## config.mk

```make
export PLATFORM = sky130hd
export DESIGN_NAME = sprite_sheet_alpha_bbox
export DESIGN_NICKNAME = d
export VERILOG_FILES = /design/src/rtl/ssab_pkg.sv /design/src/rtl/sprite_sheet_alpha_bbox.sv
export SDC_FILE = /design/constraint.sdc
export NUM_CORES = 1
export LEC_CHECK = 0
export BUFFER_PORTS_ARGS = -buffer_cell sky130_fd_sc_hd__clkbuf_2
export CAP_MARGIN = 20
export CORE_ASPECT_RATIO = 2
export CORE_MARGIN = 10
export CORE_UTILIZATION = 60
export CTS_CLUSTER_DIAMETER = 100
export DETAILED_ROUTE_END_ITERATION = 10
export GPL_TIMING_DRIVEN = 0
export PLACE_DENSITY = 0.77
export SLEW_MARGIN = 15
export SYNTH_ARGS = -nofsm -noshare
export SYNTH_HDL_FRONTEND = slang
export SYNTH_SLANG_ARGS = --single-unit
export TNS_END_PERCENT = 20
```

## constraint.sdc

```tcl
create_clock -name clock -period 5.3 [get_ports clock]
set_input_delay 0.265 -clock clock [delete_from_list [all_inputs] [get_ports clock]]
set_output_delay 0.265 -clock clock [all_outputs]
set_load 0.05 [all_outputs]
```

## src/rtl/ssab_pkg.sv

```systemverilog
package ssab_pkg;

   localparam int MAX_FRAMES = 16;
   localparam int COORD_BITS = 8;
   localparam int FRAME_BITS = $clog2(MAX_FRAMES);
   localparam int DIM_BITS   = COORD_BITS + 1;
   localparam int CNT_BITS   = FRAME_BITS + 1;
   localparam int DIM_MAX    = 1 << COORD_BITS;
   localparam int ALPHA_BITS = 8;
   localparam int CSR_IDX_BITS  = 2;
   localparam int CSR_DATA_BITS = 9;
   localparam int RSP_DATA_BITS = 56;

   localparam logic [CSR_IDX_BITS-1:0] REG_FRAME_WIDTH  = 2'd0;
   localparam logic [CSR_IDX_BITS-1:0] REG_FRAME_HEIGHT = 2'd1;
   localparam logic [CSR_IDX_BITS-1:0] REG_FRAME_COUNT  = 2'd2;

   localparam logic [DIM_BITS-1:0] FRAME_WIDTH_RST  = DIM_BITS'(120);
   localparam logic [DIM_BITS-1:0] FRAME_HEIGHT_RST = DIM_BITS'(80);
   localparam logic [CNT_BITS-1:0] FRAME_COUNT_RST  = CNT_BITS'(1);

   typedef enum logic [1:0] {
      ST_RUN,
      ST_FLUSH,
      ST_READ,
      ST_LOAD
   } state_type;

   typedef struct packed {
      logic [COORD_BITS-1:0] max_y;
      logic [COORD_BITS-1:0] min_y;
      logic [COORD_BITS-1:0] max_x;
      logic [COORD_BITS-1:0] min_x;
   } box_type;

endpackage

```

## src/rtl/sprite_sheet_alpha_bbox.sv

```systemverilog
// Pixel path: one alpha word accepted per cycle outside the flush; each opaque pixel is
//    merged into its frame's box entry by a read-modify-write (memory read, then write back).
// After the word that ends the sheet, input pauses; the sequencer steps through FLUSH, then
//    READ and LOAD per frame (one memory read, one output load); LOAD stalls while output is full.
// Input resumes once the last box is loaded.
// Reset: registers to 120 / 80 / 1, counters to zero, per-frame seen bits cleared at once.
module sprite_sheet_alpha_bbox (
   input  logic                                 clock,
   input  logic                                 reset,
   input  logic                                 req_tvalid,
   output logic                                 req_tready,
   input  logic [ssab_pkg::ALPHA_BITS-1:0]      req_tdata,   // alpha[7:0]
   output logic                                 rsp_tvalid,
   input  logic                                 rsp_tready,
   // frame_index[3:0], min_x[11:4], max_x[19:12], min_y[27:20], max_y[35:28],
   // box_width[44:36], box_height[53:45], zero fill[55:54]
   output logic [ssab_pkg::RSP_DATA_BITS-1:0]   rsp_tdata,
   output logic                                 rsp_tuser,   // empty_res[0]
   output logic                                 rsp_tlast,
   input  logic                                 csr_valid,
   output logic                                 csr_ready,
   input  logic [ssab_pkg::CSR_IDX_BITS-1:0]    csr_index,
   input  logic [ssab_pkg::CSR_DATA_BITS-1:0]   csr_data
);

   localparam int CB = ssab_pkg::COORD_BITS;
   localparam int FB = ssab_pkg::FRAME_BITS;
   localparam int DB = ssab_pkg::DIM_BITS;
   localparam int NB = ssab_pkg::CNT_BITS;

   // configuration
   logic [DB-1:0] fw_raw_ff, fh_raw_ff;
   logic [NB-1:0] fc_raw_ff;
   logic [DB-1:0] fw_eff, fh_eff;
   logic [NB-1:0] fc_eff;

   // position counters
   logic [CB-1:0] col_ff, col_in, row_ff, row_in;
   logic [FB-1:0] pos_ff, pos_in;
   logic          col_wrap, pos_wrap, row_wrap, sheet_done, req_accept;

   // update pipeline
   logic          s1_valid_ff;
   logic [FB-1:0] s1_frame_ff;
   logic [CB-1:0] s1_x_ff, s1_y_ff;
   logic          fwd_valid_ff;
   logic [FB-1:0] fwd_addr_ff;
   ssab_pkg::box_type fwd_data_ff;
   ssab_pkg::box_type src_box, merged_box, rd_box;
   logic          seen_cur, wr_en;
   logic [ssab_pkg::MAX_FRAMES-1:0] seen_ff;

   // box memory
   ssab_pkg::box_type mem [ssab_pkg::MAX_FRAMES];
   ssab_pkg::box_type rd_q_ff;
   logic          rd_en;
   logic [FB-1:0] rd_addr;

   // flush sequencer
   ssab_pkg::state_type state_ff, state_in;
   logic [FB-1:0] drain_idx_ff, drain_idx_in;
   logic          load_rsp, clear_seen, drain_last;

   // output register
   logic                                 rsp_valid_ff, rsp_valid_in;
   logic [ssab_pkg::RSP_DATA_BITS-1:0]   rsp_data_ff, rsp_data_in;
   logic                                 rsp_user_ff, rsp_user_in;
   logic                                 rsp_last_ff, rsp_last_in;
   logic                                 box_seen;
   logic [DB-1:0]                        box_w, box_h;

   assign csr_ready = 1'b1;

   always_ff @(posedge clock) begin
      if (reset) begin
         fw_raw_ff <= ssab_pkg::FRAME_WIDTH_RST;
         fh_raw_ff <= ssab_pkg::FRAME_HEIGHT_RST;
         fc_raw_ff <= ssab_pkg::FRAME_COUNT_RST;
      end else if (csr_valid) begin
         case (csr_index)
            ssab_pkg::REG_FRAME_WIDTH:  fw_raw_ff <= csr_data;
            ssab_pkg::REG_FRAME_HEIGHT: fh_raw_ff <= csr_data;
            ssab_pkg::REG_FRAME_COUNT:  fc_raw_ff <= csr_data[NB-1:0];
            default: ;
         endcase
      end
   end

   always_comb begin
      fw_eff = (fw_raw_ff == '0) ? DB'(1) :
               (fw_raw_ff > DB'(ssab_pkg::DIM_MAX)) ? DB'(ssab_pkg::DIM_MAX) : fw_raw_ff;
      fh_eff = (fh_raw_ff == '0) ? DB'(1) :
               (fh_raw_ff > DB'(ssab_pkg::DIM_MAX)) ? DB'(ssab_pkg::DIM_MAX) : fh_raw_ff;
      fc_eff = (fc_raw_ff == '0) ? NB'(1) :
               (fc_raw_ff > NB'(ssab_pkg::MAX_FRAMES)) ? NB'(ssab_pkg::MAX_FRAMES) : fc_raw_ff;
   end

   assign req_tready = (state_ff == ssab_pkg::ST_RUN);
   assign req_accept = req_tvalid & req_tready;

   always_comb begin
      col_wrap   = ({1'b0, col_ff} + DB'(1)) >= fw_eff;
      pos_wrap   = ({1'b0, pos_ff} + NB'(1)) >= fc_eff;
      row_wrap   = ({1'b0, row_ff} + DB'(1)) >= fh_eff;
      sheet_done = col_wrap & pos_wrap & row_wrap;
      col_in = col_ff;
      pos_in = pos_ff;
      row_in = row_ff;
      if (req_accept) begin
         if (col_wrap) begin
            col_in = '0;
            if (pos_wrap) begin
               pos_in = '0;
               row_in = row_wrap ? '0 : row_ff + CB'(1);
            end else begin
               pos_in = pos_ff + FB'(1);
            end
         end else begin
            col_in = col_ff + CB'(1);
         end
      end
   end

   always_ff @(posedge clock) begin
      if (reset) begin
         col_ff <= '0;
         pos_ff <= '0;
         row_ff <= '0;
      end else begin
         col_ff <= col_in;
         pos_ff <= pos_in;
         row_ff <= row_in;
      end
   end

   // stage 1: capture opaque pixel, memory read issued in parallel
   always_ff @(posedge clock) begin
      if (reset) begin
         s1_valid_ff <= 1'b0;
      end else begin
         s1_valid_ff <= req_accept && (req_tdata != '0);
      end
      s1_frame_ff <= pos_ff;
      s1_x_ff     <= col_ff;
      s1_y_ff     <= row_ff;
   end

   // stage 2: merge with stored box; forward the write of the previous cycle
   always_comb begin
      seen_cur = seen_ff[s1_frame_ff];
      src_box  = (fwd_valid_ff && (fwd_addr_ff == s1_frame_ff)) ? fwd_data_ff : rd_q_ff;
      merged_box.min_x = (!seen_cur || s1_x_ff < src_box.min_x) ? s1_x_ff : src_box.min_x;
      merged_box.max_x = (!seen_cur || s1_x_ff > src_box.max_x) ? s1_x_ff : src_box.max_x;
      merged_box.min_y = (!seen_cur || s1_y_ff < src_box.min_y) ? s1_y_ff : src_box.min_y;
      merged_box.max_y = (!seen_cur || s1_y_ff > src_box.max_y) ? s1_y_ff : src_box.max_y;
      wr_en = s1_valid_ff;
   end

   always_ff @(posedge clock) begin
      if (reset) begin
         fwd_valid_ff <= 1'b0;
         seen_ff      <= '0;
      end else begin
         fwd_valid_ff <= wr_en;
         if (clear_seen) begin
            seen_ff <= '0;
         end else if (wr_en) begin
            seen_ff[s1_frame_ff] <= 1'b1;
         end
      end
      fwd_addr_ff <= s1_frame_ff;
      fwd_data_ff <= merged_box;
   end

   always_ff @(posedge clock) begin
      if (wr_en) begin
         mem[s1_frame_ff] <= merged_box;
      end
      if (rd_en) begin
         rd_q_ff <= mem[rd_addr];
      end
   end

   // flush sequencer
   assign drain_last = ({1'b0, drain_idx_ff} + NB'(1)) == fc_eff;

   always_comb begin
      state_in     = state_ff;
      drain_idx_in = drain_idx_ff;
      rd_en        = 1'b0;
      rd_addr      = pos_ff;
      load_rsp     = 1'b0;
      clear_seen   = 1'b0;
      case (state_ff)
         ssab_pkg::ST_RUN: begin
            rd_en = req_accept;
            if (req_accept && sheet_done) begin
               state_in = ssab_pkg::ST_FLUSH;
            end
         end
         ssab_pkg::ST_FLUSH: begin
            drain_idx_in = '0;
            state_in     = ssab_pkg::ST_READ;
         end
         ssab_pkg::ST_READ: begin
            rd_en    = 1'b1;
            rd_addr  = drain_idx_ff;
            state_in = ssab_pkg::ST_LOAD;
         end
         ssab_pkg::ST_LOAD: begin
            if (!rsp_valid_ff || rsp_tready) begin
               load_rsp = 1'b1;
               if (drain_last) begin
                  clear_seen = 1'b1;
                  state_in   = ssab_pkg::ST_RUN;
               end else begin
                  drain_idx_in = drain_idx_ff + FB'(1);
                  state_in     = ssab_pkg::ST_READ;
               end
            end
         end
         default: state_in = ssab_pkg::ST_RUN;
      endcase
   end

   always_ff @(posedge clock) begin
      if (reset) begin
         state_ff     <= ssab_pkg::ST_RUN;
         drain_idx_ff <= '0;
      end else begin
         state_ff     <= state_in;
         drain_idx_ff <= drain_idx_in;
      end
   end

   // output register
   always_comb begin
      rd_box   = rd_q_ff;
      box_seen = seen_ff[drain_idx_ff];
      if (!box_seen) begin
         rd_box = '0;
      end
      box_w = box_seen ? ({1'b0, rd_box.max_x} - {1'b0, rd_box.min_x} + DB'(1)) : '0;
      box_h = box_seen ? ({1'b0, rd_box.max_y} - {1'b0, rd_box.min_y} + DB'(1)) : '0;
      rsp_data_in = {2'b00, box_h, box_w, rd_box.max_y, rd_box.min_y,
                     rd_box.max_x, rd_box.min_x, drain_idx_ff};
      rsp_user_in = !box_seen;
      rsp_last_in = drain_last;
      if (load_rsp) begin
         rsp_valid_in = 1'b1;
      end else if (rsp_tready) begin
         rsp_valid_in = 1'b0;
      end else begin
         rsp_valid_in = rsp_valid_ff;
      end
   end

   always_ff @(posedge clock) begin
      if (reset) begin
         rsp_valid_ff <= 1'b0;
      end else begin
         rsp_valid_ff <= rsp_valid_in;
      end
      if (load_rsp) begin
         rsp_data_ff <= rsp_data_in;
         rsp_user_ff <= rsp_user_in;
         rsp_last_ff <= rsp_last_in;
      end
   end

   assign rsp_tvalid = rsp_valid_ff;
   assign rsp_tdata  = rsp_data_ff;
   assign rsp_tuser  = rsp_user_ff;
   assign rsp_tlast  = rsp_last_ff;

   a_no_write_in_drain: assert property (@(posedge clock) disable iff (reset)
      (state_ff == ssab_pkg::ST_READ || state_ff == ssab_pkg::ST_LOAD) |-> !wr_en)
      else $error("box write during flush");

   a_seen_cleared: assert property (@(posedge clock) disable iff (reset)
      (load_rsp && drain_last) |=> (seen_ff == '0))
      else $error("seen bits not cleared after flush");

   a_drain_in_range: assert property (@(posedge clock) disable iff (reset)
      (state_ff == ssab_pkg::ST_LOAD) |-> ({1'b0, drain_idx_ff} < fc_eff))
      else $error("flush index beyond frame count");

   a_last_is_final_frame: assert property (@(posedge clock) disable iff (reset)
      load_rsp |-> (rsp_last_in == (state_in == ssab_pkg::ST_RUN)))
      else $error("last flag and sequencer exit disagree");

   a_no_input_in_flush: assert property (@(posedge clock) disable iff (reset)
      (req_accept && sheet_done) |=> !req_tready)
      else $error("input accepted after end of sheet");

endmodule

```

Yosys cells after proc, flatten, opt, wreduce, memory -nomap -nowiden:

Memories as Yosys holds them, arrays and structs flattened. A register that Yosys moved wholly into a read port is not among the register bits.
Cells that the tools add are included.

* ROM bits: 0
* input bits: 24
* memories: 1
* memory bits (writable): 512
* bits in latches: 0
* output and inout port bits: 61
* word-level logic and storage cells: 131
* register bits: 180

* div/mod/pow operators: 0
* multiply operators: 0
* shifts and indexed selects: 0
* reduce and logical (&&, ||, !) cells: 28
* muxes and demuxes: 39
* order comparisons: 13
* bitwise logic cells: 4
* equality and inequality tests: 10
* add/sub/neg operators: 12

Memory list
* mem: words 16, width 32, rd ports 1, clocked after memory_dff 1, wr ports 1, RTL line sprite_sheet_alpha_bbox.sv:54 `ssab_pkg::box_type mem [ssab_pkg::MAX_FRAMES];`

Operators by type and width (count)
* $mux W32: 2
* $mux W8: 6
* $mux W9: 4
* $add A8 B1 Y9 const B: 2
* $add A9 B1 Y9 const B: 2
* $ge A9 B9 Y1: 2
* $gt A9 B9 Y1 const B: 2
* $logic_not A9 Y1: 2
* $sub A8 B8 Y9: 2
* $add A8 B1 Y8 const B: 2
* $gt A8 B8 Y1: 2
* $lt A8 B8 Y1: 2
* $mux W4: 4
* $or A16 B16 Y16: 1
* $mux W1: 12
* $add A4 B1 Y5 const B: 2
* $lt A4 B5 Y1 const B: 2
* $mux W5: 2
* $reduce_and A2 Y1: 5
* $add A4 B1 Y4 const B: 2
* $bmux W1 S4: 2
* $pmux W2 S4: 1
* $pmux W4 S2: 1
* $reduce_bool A8 Y1: 1
* 21 further kinds: 41

Depth between registers and ports, before layout:

* depth in word-level cells: 9
* gate-level depth with buffers: 17
* depth with buffers taken out: 14

Worst setup path after synthesis:

OpenSTA, ideal clock, no wires.

* path type: reg2reg
* from: register rsp_valid_ff (netlist: rsp_tvalid)
* to: register seen_ff[12] (netlist name)
* setup time: 117 ps
* arrival: 4321 ps
* required time: 5183 ps
* path buffers: 1
* clock period less this slack: 4437 ps
* cell stages (with the launch flop): 6
* slack: 863 ps
* cell sequence: dfxtp_1 -> nand2b_1 -> nor2b_1 -> a21oi_1 -> buf_2 -> o21a_1

* cells in the longest elaborated chain, start to end: 5

RTL lines
* from (decl): RTL line sprite_sheet_alpha_bbox.sv:65 `logic rsp_valid_ff, rsp_valid_in;`
* from (signal assigned): RTL line sprite_sheet_alpha_bbox.sv:262 `rsp_valid_ff <= rsp_valid_in;`
* $logic_not A1 Y1: RTL line sprite_sheet_alpha_bbox.sv:211 `if (!rsp_valid_ff || rsp_tready) begin`
* $logic_or A1 B1 Y1: RTL line sprite_sheet_alpha_bbox.sv:211
* $mux W1: RTL line sprite_sheet_alpha_bbox.sv:211
* $mux W1: RTL line sprite_sheet_alpha_bbox.sv:194 `case (state_ff)`
* $reduce_or A2 Y1 (no line)
* to (signal assigned): RTL line sprite_sheet_alpha_bbox.sv:162 `seen_ff <= '0;`
* to (signal assigned): RTL line sprite_sheet_alpha_bbox.sv:166 `seen_ff <= '0;`
* to (signal, indexed assignment): RTL line sprite_sheet_alpha_bbox.sv:168 `seen_ff[s1_frame_ff] <= 1'b1;`
* to (decl): RTL line sprite_sheet_alpha_bbox.sv:51 `logic [ssab_pkg::MAX_FRAMES-1:0] seen_ff;`

Every way passes these cells.
A chain may end at the register's enable or synchronous reset.

==> results.json <==
{
  "io_buffers": 80,
  "cp_data_required_time_ps": 5590,
  "track_usage_pct": 24.1,
  "worstPathMaxFanout": 17,
  "syn2layout_area_growth_pct": 13.7,
  "drv_slew": 0,
  "async_flop_share_pct": 0,
  "avgSynthCellArea_um2": 16.7,
  "wl_per_cell_um": 26.6,
  "vias": 16700,
  "htree_levels": 2,
  "antenna_found_initial": 0,
  "crit_type": "reg2reg",
  "core.rowCount": 115,
  "synth_top_area_share_pct": 60.6,
  "grt_overflow": 0,
  "period_share_pct": 97.8,
  "cp_slowest_cell": "mux2i_2",
  "cts_made_buffers": 57,
  "cp_num_buf_inv": 2,
  "start_util_pct": 60.6,
  "cts_buffer_depth": 3,
  "cts_setup_buffers": 0,
  "hold_class": "in2reg",
  "drive_gt1_share_pct": 21.8,
  "power_density_mw_per_mm2": 322,
  "synth_area_leaders": "edfxtp_1 61%, mux4_2 10%, dfxtp_1 8.4%",
  "multi_input_area_mm2": 0.00878,
  "max_freq_ghz": 0.193,
  "max_stage_delay_ps": 850,
  "rsz0062_at_grt": "yes",
  "p_leak_uw": 0.0119,
  "dp_hpwl_um": 49700,
  "fillers": 3102,
  "clk_latency_ps": 640,
  "die_w_um": 177,
  "grt_max_degree": 34,
  "tightest_slew_ps": 1060,
  "diodes": 0,
  "finalWeightedCongestion": 0.882,
  "synth_top_area_cell": "edfxtp_1",
  "viasPerCell": 6.27,
  "drt_first_pass_iters": 5,
  "drc": 0,
  "worstSetupStartpointType": "register",
  "cp_top_family": "simple AND/OR/NAND/NOR gates",
  "setup_tns_ps": 0,
  "worstPathArrival_ps": 5470,
  "crit_chain": "buf_2, xor2_1, or3_1, nor2_1, buf_2, mux2i_1, ha_1, a21oi_1, o21ai_0, or3_1, o31ai_4, mux2i_2",
  "hold_ws_ps": 31.3,
  "ir_drop_uv": 285,
  "setup_viol": 0,
  "finalHoldViolCount": 0,
  "ant_nets": 0,
  "clock-root-buffer": "clkbuf_16",
  "grt_pass1_vias": 17800,
  "yosysSeqAreaShare_pct": 69.0,
  "drt-total-wl_um": 71000,
  "yosysMostFrequentCell": "edfxtp_1",
  "max_slew_margin_pct": 29.1,
  "die_height_um": 335,
  "syn_inst": 1782,
  "maxCapViolCount": 0,
  "layout_setup_ws_ps": 117,
  "drt_iter0_markers": 1422,
  "final_core_util_pct": 68.9,
  "register_area_mm2": 0.0205,
  "pre_cts_slack_ps": -145,
  "synthTopCellsByCount": "600 x edfxtp_1, 138 x mux4_2, 124 x dfxtp_1",
  "finClkSkew_ps": 38.3,
  "core_area_mm2": 0.0491,
  "finalCriticalPeriod_ps": 5180,
  "synth_edf_count": 600,
  "ys.flop_type": "edfxtp_1",
  "ys_types": 64,
  "io_pins": 85,
  "worstSetupEndpointType": "register",
  "fin_nets": 2091,
  "synth_warnings": 0,
  "synth_area_mm2": 0.0297,
  "cts_tree": "done",
  "path_clk_slew_ps": 70,
  "grt_pass1_wl_um": 107000,
  "cts.sinks": 724,
  "status": "completed",
  "ys_seq_elements": 724,
  "die-area_mm2": 0.0594
}
## registers in the layout, summed over array words and instances (netlist names)
signal,flops
col_ff,8
drain_idx_ff,4
fc_raw_ff,5
fh_raw_ff,9
fw_raw_ff,9
fwd_addr_ff,4
fwd_data_ff,32
fwd_valid_ff,1
mem,512
pos_ff,4
rd_q_ff,32
row_ff,8
rsp_tdata,54
rsp_tlast,1
rsp_tuser,1
rsp_tvalid,1
s1_frame_ff,4
s1_valid_ff,1
s1_x_ff,8
s1_y_ff,8
seen_ff,16
state_ff,2
## per-stage QoR
step / instances / total power, uW / instance area [um^2]
final: 2670 / 10900 / 33800
after detailed placement: 2551 / 6710 / 31700
after CTS: 2670 / 10900 / 33700
after global placement: 2506 / 6690 / 30900
after floorplan: 1783 / 6580 / 29700
after global routing: 2670 / 11200 / 33800
## cell type report
| type | count | area share [%] |
|---|---|---|
| plain buffers | 81 | 1.27 |
| flip-flops and latches | 724 | 60.7 |
| clock buffers | 80 | 4.69 |
| inverters | 64 | 0.711 |
| multi-input cells | 914 | 26.0 |
| clock inverters | 28 | 0.870 |
| well taps | 643 | 2.38 |
| repair buffers | 136 | 3.44 |
## repair_timing
item                                    in CTS  in global routing
endpoints found under the setup margin      32                 58
endpoints found under the hold margin       19                  0
hold buffers                                11                  0
gates resized for setup                      2                  1
## cell families (layout without fill, tap and decap cells)
family | after synthesis | in the layout | share of synthesized area (%)
compound gates | 211 | 211 | 4.77
mux | 221 | 221 | 13.3
buf+inv | 145 | 389 | 2.25
xor+xnor | 29 | 29 | 0.901
other cells | 2 | 3 | 0.0253
fa+ha+maj | 89 | 89 | 3.80
simple gates | 361 | 361 | 5.99
flops | 724 | 724 | 69.0
## worst min-delay path: stages
cell and delay [ps]:
clkbuf_2 80, nor4_1 50, a211oi_1 200
## path summary, 6_finish.rpt
check,start,slack [ps],cells past startpoint,end
setup / recovery,s1_frame_ff[0],120,12,mem[15][4]
hold reg to reg,s1_frame_ff[0],350,0,fwd_addr_ff[0]
setup reg to reg,s1_frame_ff[0],120,12,mem[15][4]
hold / removal,req_tdata[2],30,3,s1_valid_ff
## cell usage in the layout (no fill, tap or decap), types with 13 or more instances in the layout
cell type	n
edfxtp_1	600
nor2_1	48
mux2i_2	24
a21oi_1	49
buf_2	19
nand3_1	26
mux2i_1	52
buf_4	26
o21a_1	19
and2_1	55
clkbuf_16	58
ha_1	87
xnor2_1	19
dfxtp_1	124
inv_1	63
clkbuf_1	57
nor2b_1	18
a31oi_1	35
o21ai_0	25
nand2_1	121
nor3_1	18
buf_6	18
nor2_4	13
mux4_2	138
clkbuf_2	81
a211oi_1	35
## routing by layer
layer	vias up	part of all wire, %	GRT usage (%)
met1	8499	33	25.9
li1	7320	-	-
met4	0	4.5	11.2
met2	731	56	45.2
met3	195	7.0	3.42
met5	-	0	0
## power by group
group	internal, uW	leakage [uW]	switching [uW]
clock network	2340	0.000922	1930
registers	6170	0.00645	32.8
logic	154	0.00456	245
total	8670	0.0119	2210
Note: power is estimated with default switching activity, not from simulation.
